### src/hdl/fec_pkg.sv
// Package for the filename escape codec: character constants, register
// indexes, the result slot type and the escape code tables.
// Depends on nothing; used by the channel interfaces and the top level.
`default_nettype none

package fec_pkg;

   localparam int unsigned CHAR_W = 8;

   typedef logic [CHAR_W-1:0] char_type;

   typedef struct packed {
      char_type data;
      logic     last;
   } slot_type;

   // Configuration register indexes.
   localparam logic REG_DIRECTION = 1'b0;
   localparam logic REG_ESCAPING  = 1'b1;

   localparam logic DIR_ENCODE = 1'b0;
   localparam logic DIR_DECODE = 1'b1;

   localparam char_type CH_NONE       = 8'h00;
   localparam char_type CH_UNDERSCORE = 8'h5F;
   localparam char_type CH_LT         = 8'h3C;
   localparam char_type CH_GT         = 8'h3E;
   localparam char_type CH_PIPE       = 8'h7C;
   localparam char_type CH_QUOTE      = 8'h22;
   localparam char_type CH_BACKSLASH  = 8'h5C;
   localparam char_type CH_SLASH      = 8'h2F;
   localparam char_type CH_COLON      = 8'h3A;
   localparam char_type CH_STAR       = 8'h2A;
   localparam char_type CH_QUESTION   = 8'h3F;

   localparam char_type CODE_L = 8'h4C;
   localparam char_type CODE_G = 8'h47;
   localparam char_type CODE_P = 8'h50;
   localparam char_type CODE_U = 8'h55;
   localparam char_type CODE_S = 8'h53;
   localparam char_type CODE_B = 8'h42;
   localparam char_type CODE_F = 8'h46;
   localparam char_type CODE_C = 8'h43;
   localparam char_type CODE_A = 8'h41;
   localparam char_type CODE_Q = 8'h51;

   // Code letter for a reserved character, CH_NONE when it is not reserved.
   function automatic char_type code_of(input char_type c);
      char_type r;
      case (c)
         CH_LT:         r = CODE_L;
         CH_GT:         r = CODE_G;
         CH_PIPE:       r = CODE_P;
         CH_UNDERSCORE: r = CODE_U;
         CH_QUOTE:      r = CODE_S;
         CH_BACKSLASH:  r = CODE_B;
         CH_SLASH:      r = CODE_F;
         CH_COLON:      r = CODE_C;
         CH_STAR:       r = CODE_A;
         CH_QUESTION:   r = CODE_Q;
         default:       r = CH_NONE;
      endcase
      return r;
   endfunction

   // Reserved character for a code letter, CH_NONE when the letter is unknown.
   function automatic char_type char_of(input char_type c);
      char_type r;
      case (c)
         CODE_L:  r = CH_LT;
         CODE_G:  r = CH_GT;
         CODE_P:  r = CH_PIPE;
         CODE_U:  r = CH_UNDERSCORE;
         CODE_S:  r = CH_QUOTE;
         CODE_B:  r = CH_BACKSLASH;
         CODE_F:  r = CH_SLASH;
         CODE_C:  r = CH_COLON;
         CODE_A:  r = CH_STAR;
         CODE_Q:  r = CH_QUESTION;
         default: r = CH_NONE;
      endcase
      return r;
   endfunction

endpackage

`default_nettype wire

### src/hdl/fec_channels_if.sv
// Valid/ready channel interfaces of the filename escape codec: one for
// incoming name bytes and one for converted bytes. Depends on fec_pkg.
`default_nettype none

interface fec_req_if;
   logic              valid;
   logic              ready;
   fec_pkg::char_type in_byte;
   logic              in_last;

   modport source (output valid, output in_byte, output in_last, input ready);
   modport sink   (input valid, input in_byte, input in_last, output ready);
endinterface

interface fec_rsp_if;
   logic              valid;
   logic              ready;
   fec_pkg::char_type out_byte;
   logic              out_last;

   modport source (output valid, output out_byte, output out_last, input ready);
   modport sink   (input valid, input out_byte, input out_last, output ready);
endinterface

`default_nettype wire

### src/hdl/filename_escape_codec.sv
// Top level of the filename escape codec: escape/unescape of name bytes.
// Depends on fec_pkg and the channel interfaces in fec_channels_if.sv.
//
// Each name byte is converted in the cycle it is accepted and its results are
// written into a two-slot result buffer; the first slot drives the result
// port. A byte that yields at most one result is taken every cycle while the
// result side keeps up; its result is shown in the cycle after its transfer
// in. A byte that yields two results fills both slots; no new byte is taken
// until the second result is popped. With escaping off, encoding turns
// backslash into slash. Configuration is read directly and should only change
// while the block is idle; the decoder's held-back underscore survives a write.
`default_nettype none

module filename_escape_codec (
   input  wire       clock,
   input  wire       reset,
   fec_req_if.sink   req_if,
   fec_rsp_if.source rsp_if,
   input  wire       csr_wr_en,
   input  wire       csr_index,
   input  wire       csr_wdata
);

   logic                direction_ff, direction_in;
   logic                escaping_ff, escaping_in;
   logic                pending_ff, pending_in;
   logic                pri_valid_ff, pri_valid_in;
   logic                sec_valid_ff, sec_valid_in;
   fec_pkg::slot_type   pri_ff, pri_in;
   fec_pkg::slot_type   sec_ff, sec_in;

   logic                accept;
   logic                pop;
   logic [1:0]          res_count;
   fec_pkg::slot_type   res0, res1;
   logic                res_pending;
   fec_pkg::char_type   c;
   fec_pkg::char_type   code;
   fec_pkg::char_type   plain;
   logic                last;

   assign pop    = pri_valid_ff && rsp_if.ready;
   // Room for two results once the head slot drains this cycle.
   assign req_if.ready = !sec_valid_ff && (!pri_valid_ff || rsp_if.ready);
   assign accept = req_if.valid && req_if.ready;

   assign rsp_if.valid    = pri_valid_ff;
   assign rsp_if.out_byte = pri_ff.data;
   assign rsp_if.out_last = pri_ff.last;

   always_comb begin
      direction_in = direction_ff;
      escaping_in  = escaping_ff;
      if (csr_wr_en) begin
         case (csr_index)
            fec_pkg::REG_DIRECTION: direction_in = csr_wdata;
            fec_pkg::REG_ESCAPING:  escaping_in  = csr_wdata;
            default: ;
         endcase
      end
   end

   // Conversion of one byte into up to two results.
   always_comb begin
      c           = req_if.in_byte;
      last        = req_if.in_last;
      res_count   = 2'd1;
      res0        = '{data: c, last: last};
      res1        = '{data: c, last: last};
      res_pending = 1'b0;
      code        = fec_pkg::code_of(c);
      plain       = fec_pkg::char_of(c);
      if (direction_ff == fec_pkg::DIR_DECODE && escaping_ff) begin
         if (pending_ff && plain != fec_pkg::CH_NONE) begin
            res0 = '{data: plain, last: last};
         end else if (pending_ff) begin
            // The held underscore was not an escape; send it and treat the byte as new.
            res0 = '{data: fec_pkg::CH_UNDERSCORE, last: 1'b0};
            if (c == fec_pkg::CH_UNDERSCORE && !last) begin
               res_pending = 1'b1;
            end else begin
               res_count = 2'd2;
            end
         end else if (c == fec_pkg::CH_UNDERSCORE && !last) begin
            res_count   = 2'd0;
            res_pending = 1'b1;
         end
      end else if (direction_ff == fec_pkg::DIR_ENCODE && escaping_ff) begin
         if (code != fec_pkg::CH_NONE) begin
            res0      = '{data: fec_pkg::CH_UNDERSCORE, last: 1'b0};
            res1      = '{data: code, last: last};
            res_count = 2'd2;
         end
      end else if (direction_ff == fec_pkg::DIR_ENCODE) begin
         if (c == fec_pkg::CH_BACKSLASH) begin
            res0 = '{data: fec_pkg::CH_SLASH, last: last};
         end
      end
   end

   always_comb begin
      pending_in   = pending_ff;
      pri_valid_in = pri_valid_ff;
      sec_valid_in = sec_valid_ff;
      pri_in       = pri_ff;
      sec_in       = sec_ff;
      if (pop) begin
         pri_valid_in = sec_valid_ff;
         pri_in       = sec_ff;
         sec_valid_in = 1'b0;
      end
      if (accept) begin
         pending_in   = res_pending;
         pri_valid_in = (res_count != 2'd0);
         sec_valid_in = (res_count == 2'd2);
         pri_in       = res0;
         sec_in       = res1;
      end
   end

   always_ff @(posedge clock) begin
      if (reset) begin
         direction_ff <= fec_pkg::DIR_ENCODE;
         escaping_ff  <= 1'b1;
         pending_ff   <= 1'b0;
         pri_valid_ff <= 1'b0;
         sec_valid_ff <= 1'b0;
      end else begin
         direction_ff <= direction_in;
         escaping_ff  <= escaping_in;
         pending_ff   <= pending_in;
         pri_valid_ff <= pri_valid_in;
         sec_valid_ff <= sec_valid_in;
      end
   end

   always_ff @(posedge clock) begin
      pri_ff <= pri_in;
      sec_ff <= sec_in;
   end

endmodule

`default_nettype wire
### src/flat_wrapper.sv
// flat-port wrapper written by rule: the top's interface ports become plain ports
module filename_escape_codec_flat 
  (clock, reset, csr_wr_en, csr_index, csr_wdata, req_if_valid, req_if_in_byte, req_if_in_last, req_if_ready, rsp_if_valid, rsp_if_out_byte, rsp_if_out_last, rsp_if_ready);
  fec_req_if req_if_i ();
  fec_rsp_if rsp_if_i ();
  input  wire clock;
  input  wire reset;
  input  wire csr_wr_en;
  input  wire csr_index;
  input  wire csr_wdata;
  input wire logic [$bits(req_if_i.valid)-1:0] req_if_valid;
  input wire logic [$bits(req_if_i.in_byte)-1:0] req_if_in_byte;
  input wire logic [$bits(req_if_i.in_last)-1:0] req_if_in_last;
  output wire logic [$bits(req_if_i.ready)-1:0] req_if_ready;
  output wire logic [$bits(rsp_if_i.valid)-1:0] rsp_if_valid;
  output wire logic [$bits(rsp_if_i.out_byte)-1:0] rsp_if_out_byte;
  output wire logic [$bits(rsp_if_i.out_last)-1:0] rsp_if_out_last;
  input wire logic [$bits(rsp_if_i.ready)-1:0] rsp_if_ready;
  assign req_if_i.valid = req_if_valid;
  assign req_if_i.in_byte = req_if_in_byte;
  assign req_if_i.in_last = req_if_in_last;
  assign req_if_ready = req_if_i.ready;
  assign rsp_if_valid = rsp_if_i.valid;
  assign rsp_if_out_byte = rsp_if_i.out_byte;
  assign rsp_if_out_last = rsp_if_i.out_last;
  assign rsp_if_i.ready = rsp_if_ready;
  filename_escape_codec u_core (.clock(clock), .reset(reset), .req_if(req_if_i), .rsp_if(rsp_if_i), .csr_wr_en(csr_wr_en), .csr_index(csr_index), .csr_wdata(csr_wdata));
endmodule
### config.mk
export PLATFORM = sky130hd
export DESIGN_NAME = filename_escape_codec_flat
export DESIGN_NICKNAME = d
export VERILOG_FILES = /design/src/hdl/fec_pkg.sv /design/src/hdl/fec_channels_if.sv /design/src/hdl/filename_escape_codec.sv /design/src/flat_wrapper.sv
export SDC_FILE = /design/constraint.sdc
export NUM_CORES = 1
export LEC_CHECK = 0
export ABC_AREA = 1
export BUFFER_PORTS_ARGS = -buffer_cell sky130_fd_sc_hd__buf_2
export CAP_MARGIN = 25
export CORE_ASPECT_RATIO = 0.6
export CORE_MARGIN = 2
export CORE_UTILIZATION = 49
export DETAILED_ROUTE_END_ITERATION = 12
export PLACE_DENSITY = 0.71
export REMOVE_ABC_BUFFERS = 1
export SLEW_MARGIN = 20
export SYNTH_ARGS = -nofsm -noshare
export SYNTH_HDL_FRONTEND = slang
export SYNTH_SLANG_ARGS = --single-unit
### constraint.sdc
create_clock -name clock -period 1.7 [get_ports clock]
set_input_delay 0.34 -clock clock [delete_from_list [all_inputs] [get_ports clock]]
set_output_delay 0.34 -clock clock [all_outputs]
set_load 0.1 [all_outputs]
# Word-level counts from Yosys, hierarchy flattened
# Index checks and enable logic that the tools add are counted.
dict set report totals {
  romBits 0
  n_memories 0
  mem_bits_rw 0
  out_inout_bits 11
  regBits 23
  latchBits 0
  elab_cells 77
  in_bits 16
}
dict set report classes {
  magnitude_cmp 0
  n_shift 0
  addsub 0
  n_mux 28
  reduce_logical 17
  bitwise_logic 2
  div 0
  eq_ne 21
  mul 0
}
# cell count
set ops {}
lappend ops {{case mux 7 bit (10 select lines)} 2}
lappend ops {{two-way mux 9 bit} 12}
lappend ops {{== test 8 x 7 -> 1 bit (second input constant)} 13}
lappend ops {{== test 8 x 6 -> 1 bit (second input constant)} 7}
lappend ops {{nonzero test 8 bit} 2}
lappend ops {{two-way mux 2 bit} 6}
lappend ops {{two-way mux 1 bit} 8}
lappend ops {{logical AND 1 bit} 7}
lappend ops {{AND reduction 2 bit} 2}
lappend ops {{nonzero test 2 bit} 2}
lappend ops {{zero test 1 bit} 3}
lappend ops {{== test 2 bit (second input constant)} 1}
lappend ops {{NOT 1 bit} 2}
lappend ops {{logical OR 1 bit} 1}

# Logic depth before layout (Yosys ltp)
# Gate-level depths: netlist of the first run.
dict set report depth {
  word_depth 8
  ltp_mapped 13
  ltp_nobuf 13
}

# Worst setup path before layout of the first run
# No wires, ideal clock.
dict set report synth_path {
  path_kind {reg2reg}
  from {register u_core.pri_valid_ff (netlist: u_core.rsp_if.valid)}
  to {register u_core.pri_ff (netlist bit u_core.rsp_if.out_byte[0]) (enable)}
  required_ps 1366
  setup_slack_ps -1609
  path_stages_with_launch 7
  setup_time_ps 334
  synth_period_minus_slack_ps 3309
  arrival_time_ps 2975
  n_path_buf 1
  path_cell_list {dfxtp_1 > inv_1 > nor2_1 > nor2_1 > nand2_1 > clkbuf_1 > nand2_1}
}
dict set report synth_between {
  elab_chain_len 5
  elab_cells_between_ends 6
  cone_classes {reduce/logical (6)}
}
# element line
set synth_rtl {}
lappend synth_rtl {{start, declared} filename_escape_codec.sv:27} ;# logic pri_valid_ff, pri_valid_in;
lappend synth_rtl {{start signal, assigned} filename_escape_codec.sv:132} ;# pri_valid_ff <= pri_valid_in;
lappend synth_rtl {{zero test 1 bit} filename_escape_codec.sv:44} ;# assign req_if.ready = !sec_valid_ff && (!pri_valid_ff || rsp_if.ready);
lappend synth_rtl {{logical OR 1 bit} filename_escape_codec.sv:44}
lappend synth_rtl {{logical AND 1 bit} filename_escape_codec.sv:44}
lappend synth_rtl {{net req_if_ready} flat_wrapper.sv:14} ;# output wire logic [$bits(req_if_i.ready)-1:0] req_if_ready;
lappend synth_rtl {{logical AND 1 bit} filename_escape_codec.sv:45} ;# assign accept = req_if.valid && req_if.ready;
lappend synth_rtl {{nonzero test 2 bit (no source line)} --}
lappend synth_rtl {{end signal, assigned} filename_escape_codec.sv:138} ;# pri_ff <= pri_in;
lappend synth_rtl {{end, declared} filename_escape_codec.sv:29} ;# fec_pkg::slot_type pri_ff, pri_in;
# The timed path passes the listed nets, and every way through them passes these cells.
# A chain may end at the register's enable or synchronous reset.

==> impl_metrics.json, run 1 <==
{
  "r2r_setup_slack_ns": 0.16,
  "async_flop_share": 0,
  "synth_common_cells": "81 x nand2_1, 26 x inv_1, 24 x nor2_1, 18 x edfxtp_1, 13 x nand3_1",
  "slew_headroom": 0.6690,
  "required_ns": 1.72,
  "vias": 1825,
  "ys_ff_latch": 23,
  "track_usage": 0.2448,
  "root_buffer": "clkbuf_8",
  "final_max_slew_viol_count": 0,
  "die_h_um": 49.40,
  "ys_warn_count": 0,
  "clk_pin_slew_ns": 0.08,
  "p_leak_nw": 1.257,
  "clock_latency_ns": 0.26,
  "cts_tree": "done",
  "min_from": "reset",
  "cts_sinks": 23,
  "die_x_um": 79.66,
  "syn_inst": 237,
  "tightest_slew_ns": 0.5000,
  "ctsHoldBuffers": 0,
  "antenna_left": 0,
  "crit_arrival_ns": 1.68,
  "grt_start_max_net_pins": 16,
  "synth_ff_type": "edfxtp_1",
  "synth_top_area_frac": 0.3212,
  "syn_area_per_cell_um2": 7.101,
  "clockBufferDepth": 2,
  "cap_violations": 0,
  "p_per_area_nw_per_um2": 635.6,
  "synth_cell_types": 32,
  "avgRoutedWirePerCell_um": 13.30,
  "vias_per_cell": 5.084,
  "nets": 332,
  "worst_hold_path.endpoint": "u_core.sec_valid_ff",
  "yosysMostFrequentCell": "nand2_1",
  "place_hpwl_mm": 3.649,
  "gp_congestion": 0.9192,
  "drc": 0,
  "start_util": 0.5157,
  "p_total_mw": 1.531,
  "min_path_cells": 2,
  "routed_wl_mm": 4.774,
  "grt_remaining_overflow": 0,
  "outcome": "complete, no violations",
  "setup_viol": 0,
  "area_growth_pct": 43.12,
  "grt_pass1_wl_mm": 7.479,
  "drt-initial-drc-count": 105,
  "max_freq_mhz": 602.3,
  "layout_min_cycle_time_ns": 1.660,
  "fin_crit_sh": 0.9767,
  "io_buffer_count": 26,
  "first_pass_iters": 4,
  "cp_max_fo": 7,
  "start_kind": "input port",
  "synthesis.area_um2": 1683,
  "timing.final.hold_violations": 0,
  "final_cells": 359,
  "yosysTopAreaCell": "edfxtp_1",
  "rows": 16,
  "ys_seq_area_frac": 0.3807,
  "synth_edf_count": 18,
  "hold_class": "in2reg",
  "synth_area_leaders": "edfxtp_1 32%, nand2_1 18%, dfxtp_1 5.9%",
  "die_area_um2": 3935,
  "grt_pass1_vias": 1600,
  "cts_buffers": 3,
  "critPathKind": "in2reg",
  "core_um2": 3263,
  "multi_input_comb_area_um2": 1026,
  "worst_clock_skew_ns": 0.003286,
  "antenna_found_initial": 0,
  "htreeDepth": 1,
  "peakVddDrop_mv": 0.5383,
  "place_inst": 349,
  "n_antenna_cell": 0,
  "pin_count": 27,
  "utilization": 0.7381,
  "seq_area_um2": 640.6,
  "ff2ff_path_depth": 5,
  "drive_gt1_frac": 0.4268,
  "r2r-end": "u_core.rsp_if.out_last",
  "nFillCells": 254,
  "r2r-start": "u_core.direction_ff",
  "cp-end-kind": "register"
}
## timing repair
action,in CTS,in global routing
endpoints found under the setup margin,2,15
gates cloned,0,1
pin swaps,1,9
buffers inserted,0,5
resized for setup,1,34
## through the flow
step | setup slack [ns] | hold slack, ns | setup TNS, ns | instance area (µm²)
after floorplan | -2.000 | 0.4024 | -57.21 | 1649
after global placement | -0.2873 | 0.4860 | -2.943 | 2196
after detailed placement | -0.2623 | 0.4837 | -3.008 | 2196
after CTS | 0.001457 | 0.2859 | 0 | 2242
after global routing | -0.04063 | 0.3003 | -0.1380 | 2409
final | 0.03968 | 0.2864 | 0 | 2409
## where the power goes
part / switching [mW] / internal, mW
Clock: 0.168 / 0.163
Combinational: 0.380 / 0.141
Sequential: 0.0187 / 0.660
## kinds of logic (layout without fill, tap and decap cells)
family | Yosys count | in the layout | synth area share
AO/OA/AOI/OAI | 30 | 30 | 0.1086
adder cells (fa/ha/maj) | 1 | 1 | 0.007434
AND/OR/NAND/NOR | 148 | 149 | 0.4119
buffers and inverters | 34 | 110 | 0.08475
flip-flops | 23 | 23 | 0.3807
multiplexers | 1 | 1 | 0.006691
## flip-flops by register name, summed over array words and instances (netlist names)
signal / count
u_core.rsp_if.valid: 1
u_core.rsp_if.out_last: 1
u_core.rsp_if.out_byte: 8
u_core.pending_ff: 1
u_core.sec_valid_ff: 1
u_core.direction_ff: 1
u_core.escaping_ff: 1
u_core.sec_ff: 9
## layout make-up
cell class,instances,area share
multi-input cells,181,0.4260
repair buffers,77,0.2203
clock inverters,1,0.002078
flip-flops and latches,23,0.2660
well taps,45,0.02338
inverters,29,0.04519
clock buffers,3,0.01714
## cells in the final DEF (no fill, tap or decap), drive strengths merged
cell type | netlist | layout
nand3 | 15 | 15
nand4 | 5 | 5
mux2 | 1 | 1
dfxtp | 5 | 5
buf | 3 | 76
o211ai | 1 | 1
nor3 | 2 | 2
edfxtp | 18 | 18
o2111ai | 1 | 1
clkbuf | 2 | 4
clkinv | 0 | 1
inv | 29 | 29
nand2 | 94 | 95
a32o | 1 | 1
ha | 1 | 1
nand3b | 1 | 1
o21ai | 10 | 10
nor4 | 1 | 1
o22ai | 4 | 4
nor2 | 30 | 30
a311o | 1 | 1
a21oi | 12 | 12
## critical path, stage by stage
cell and delay (ns):
buf_2 0.16, nand2_2 0.09, nor2_4 0.04, buf_4 0.15, nand2_2 0.08, nand2_1 0.08
nor2_1 0.15, nand3_2 0.12, nand2_4 0.11, buf_4 0.14, o211ai_1 0.08, nand2_1 0.07
nand2_1 0.06
## worst max path at each step
stage,cells past startpoint,from,to
6_report,13,req_if_in_byte[4],u_core.rsp_if.out_byte[6]
4_1_cts,13,req_if_in_byte[6],u_core.rsp_if.out_byte[5]
3_5_place_dp,13,req_if_in_byte[6],u_core.rsp_if.out_byte[5]
3_3_place_gp,13,req_if_in_byte[1],u_core.rsp_if.out_byte[5]
2_1_floorplan,9,u_core.rsp_if.valid,u_core.rsp_if.out_byte[1]
5_1_grt,14,req_if_in_byte[7],u_core.rsp_if.out_byte[6]
## per-layer routing
layer | track usage | routed length, µm | up-vias | share of wire
li1 | - | - | 930 | -
met1 | 0.3717 | 2402 | 824 | 0.50
met2 | 0.3739 | 2039 | 65 | 0.43
met3 | 0.05370 | 306 | 6 | 0.064
met4 | 0.01149 | 26 | 0 | 0.0054
met5 | 0 | 0 | - | 0
(Power assumes the default switching activity.)
==> run 2: changes to the inputs <==
--- a/config.mk
+++ b/config.mk
@@ -12,6 +12,7 @@
 export CORE_MARGIN = 2
 export CORE_UTILIZATION = 49
 export DETAILED_ROUTE_END_ITERATION = 12
+export MAX_ROUTING_LAYER = met4
 export PLACE_DENSITY = 0.71
 export REMOVE_ABC_BUFFERS = 1
 export SLEW_MARGIN = 20
==> impl_metrics.json, run 2 (synthesis gave the netlist of run 1 again) <==
{
  "timing.setup.tns_ns": 0,
  "cpMostUsedCell": "nand2_1",
  "hold_class": "in2reg",
  "ff2ff_path_depth": 7,
  "largest_reg_flops": 9,
  "area_growth_pct": 44.61,
  "cp-end-kind": "register",
  "root_buffer": "clkbuf_8",
  "die_x_um": 79.66,
  "top_register": "u_core.sec_ff",
  "worst_clock_skew_ns": 0.003465,
  "fin_crit_sh": 0.9808,
  "critPathKind": "in2reg",
  "drt-initial-drc-count": 141,
  "drive_gt1_frac": 0.4277,
  "io_buffer_count": 26,
  "slew_headroom": 0.5677,
  "rsz0062_at_grt": "yes",
  "timing.final.hold_violations": 0,
  "pin_count": 27,
  "endpoint": "u_core.rsp_if.out_byte[5]",
  "r2r-end": "u_core.rsp_if.out_byte[5]",
  "vias_per_cell": 5.250,
  "die_h_um": 49.40,
  "pre_cts_ws_ns": -0.2642,
  "grt_remaining_overflow": 0,
  "antenna_left": 0,
  "r2r_setup_slack_ns": 0.11,
  "r2r-start": "u_core.escaping_ff",
  "die_area_um2": 3935,
  "core_um2": 3263,
  "crit_chain": "buf_2 > inv_2 > nand2_4 > nor3_4 > nand2_1 > nand2_1 > nor2_4 > nand2_4 > nand2_8 > nand2_2 > inv_1 > o21ai_1 > nand2_1",
  "cts_sinks": 23,
  "post_dp_cell_area_um2": 2203,
  "avgRoutedWirePerCell_um": 14.32,
  "place_hpwl_mm": 3.697,
  "n_antenna_cell": 0,
  "final_cell_mix": "74 x nand2_1, 47 x buf_4, 23 x buf_2",
  "cts_tree": "done",
  "vias": 1869,
  "first_pass_iters": 4,
  "gp_congestion": 0.9522,
  "clock_latency_ns": 0.27,
  "antenna_found_initial": 0,
  "htreeDepth": 1,
  "clk_pin_slew_ns": 0.08,
  "start_util": 0.5157,
  "routed_wl_mm": 5.097,
  "critPathLaunch": "req_if_in_byte[6]",
  "max_freq_mhz": 599.8,
  "mostFrequentLayoutCell": "nand2_1",
  "crit_arrival_ns": 1.70,
  "cts_buffers": 3,
  "p_leak_nw": 1.235,
  "grt_pass1_wl_mm": 7.624,
  "required_ns": 1.73,
  "layout_min_cycle_time_ns": 1.667,
  "nets": 329,
  "final_area_um2": 2434,
  "cap_violations": 0,
  "drc": 0,
  "clockBufferDepth": 2,
  "fin_ws_ns": 0.03271,
  "track_usage": 0.2566,
  "grt_start_max_net_pins": 16,
  "final_max_slew_viol_count": 0,
  "slowest_stage": "nor3_4",
  "start_kind": "input port",
  "p_per_area_nw_per_um2": 642.7,
  "cp_max_fo": 8,
  "peakVddDrop_mv": 0.5058,
  "grt_pass1_vias": 1655,
  "slowest_delay_ns": 0.19,
  "setup_viol": 0,
  "min_from": "reset",
  "outcome": "complete, no violations",
  "rows": 16,
  "tightest_slew_ns": 0.6460
}
-- run 2: timing repair --
item,CTS,global route
setup endpoints to repair,0,13
setup buffers,0,1
gates resized for setup,0,44
hold buffers,0,0
-- run 2: per-stage QoR --
stage / cells / utilization / hold WS (ns) / power, mW
after global placement: 350 / 0.6752 / 0.4833 / 1.171
final: 356 / 0.7458 / 0.2909 / 1.564
after global routing: 356 / 0.7458 / 0.2930 / 1.622
after detailed placement: 350 / 0.6752 / 0.4832 / 1.179
after floorplan: 232 / - / 0.4024 / 1.023
after CTS: 354 / 0.6894 / 0.2802 / 1.522
-- run 2: final cells by class --
| cell class | instances | area (µm²) |
|---|---|---|
| clock buffer | 3 | 41.29 |
| clock inverter | 1 | 5.005 |
| fill | 248 | 829.5 |
| multi-input combinational | 181 | 1047 |
| timing repair buffer | 74 | 526.8 |
| inverter | 29 | 116.4 |
| tap | 45 | 56.30 |
| sequential | 23 | 640.6 |
-- run 2: routing by layer --
layer,vias to the layer above,wire length (µm),GRT usage
met5,-,0,-
met4,0,85,0.03448
met3,10,417,0.04444
met2,89,2360,0.3782
met1,843,2233,0.3792
li1,927,-,-
-- run 2: power by group --
part	internal [mW]	switching, mW	total (mW)
Clock	0.164	0.187	0.351
Combinational	0.146	0.388	0.533
Sequential	0.660	0.0196	0.680
Total	0.970	0.594	1.56
-- run 2: worst min path at each step --
stage | endpoint | slack [ns] | cells past startpoint
after floorplan | u_core.sec_valid_ff | 0.40 | 1
after global placement | u_core.direction_ff | 0.48 | 2
after detailed placement | u_core.direction_ff | 0.48 | 2
after CTS | u_core.sec_valid_ff | 0.28 | 2
after global routing | u_core.sec_valid_ff | 0.29 | 2
final | u_core.sec_valid_ff | 0.29 | 2
-- run 2: critical path: cells and delay by family --
| kind | cells | cell delay, ns |
|---|---|---|
| buffers and inverters | 3 | 0.32 |
| AOI/OAI and AO/OA | 1 | 0.11 |
| and+or+nand+nor | 9 | 0.92 |
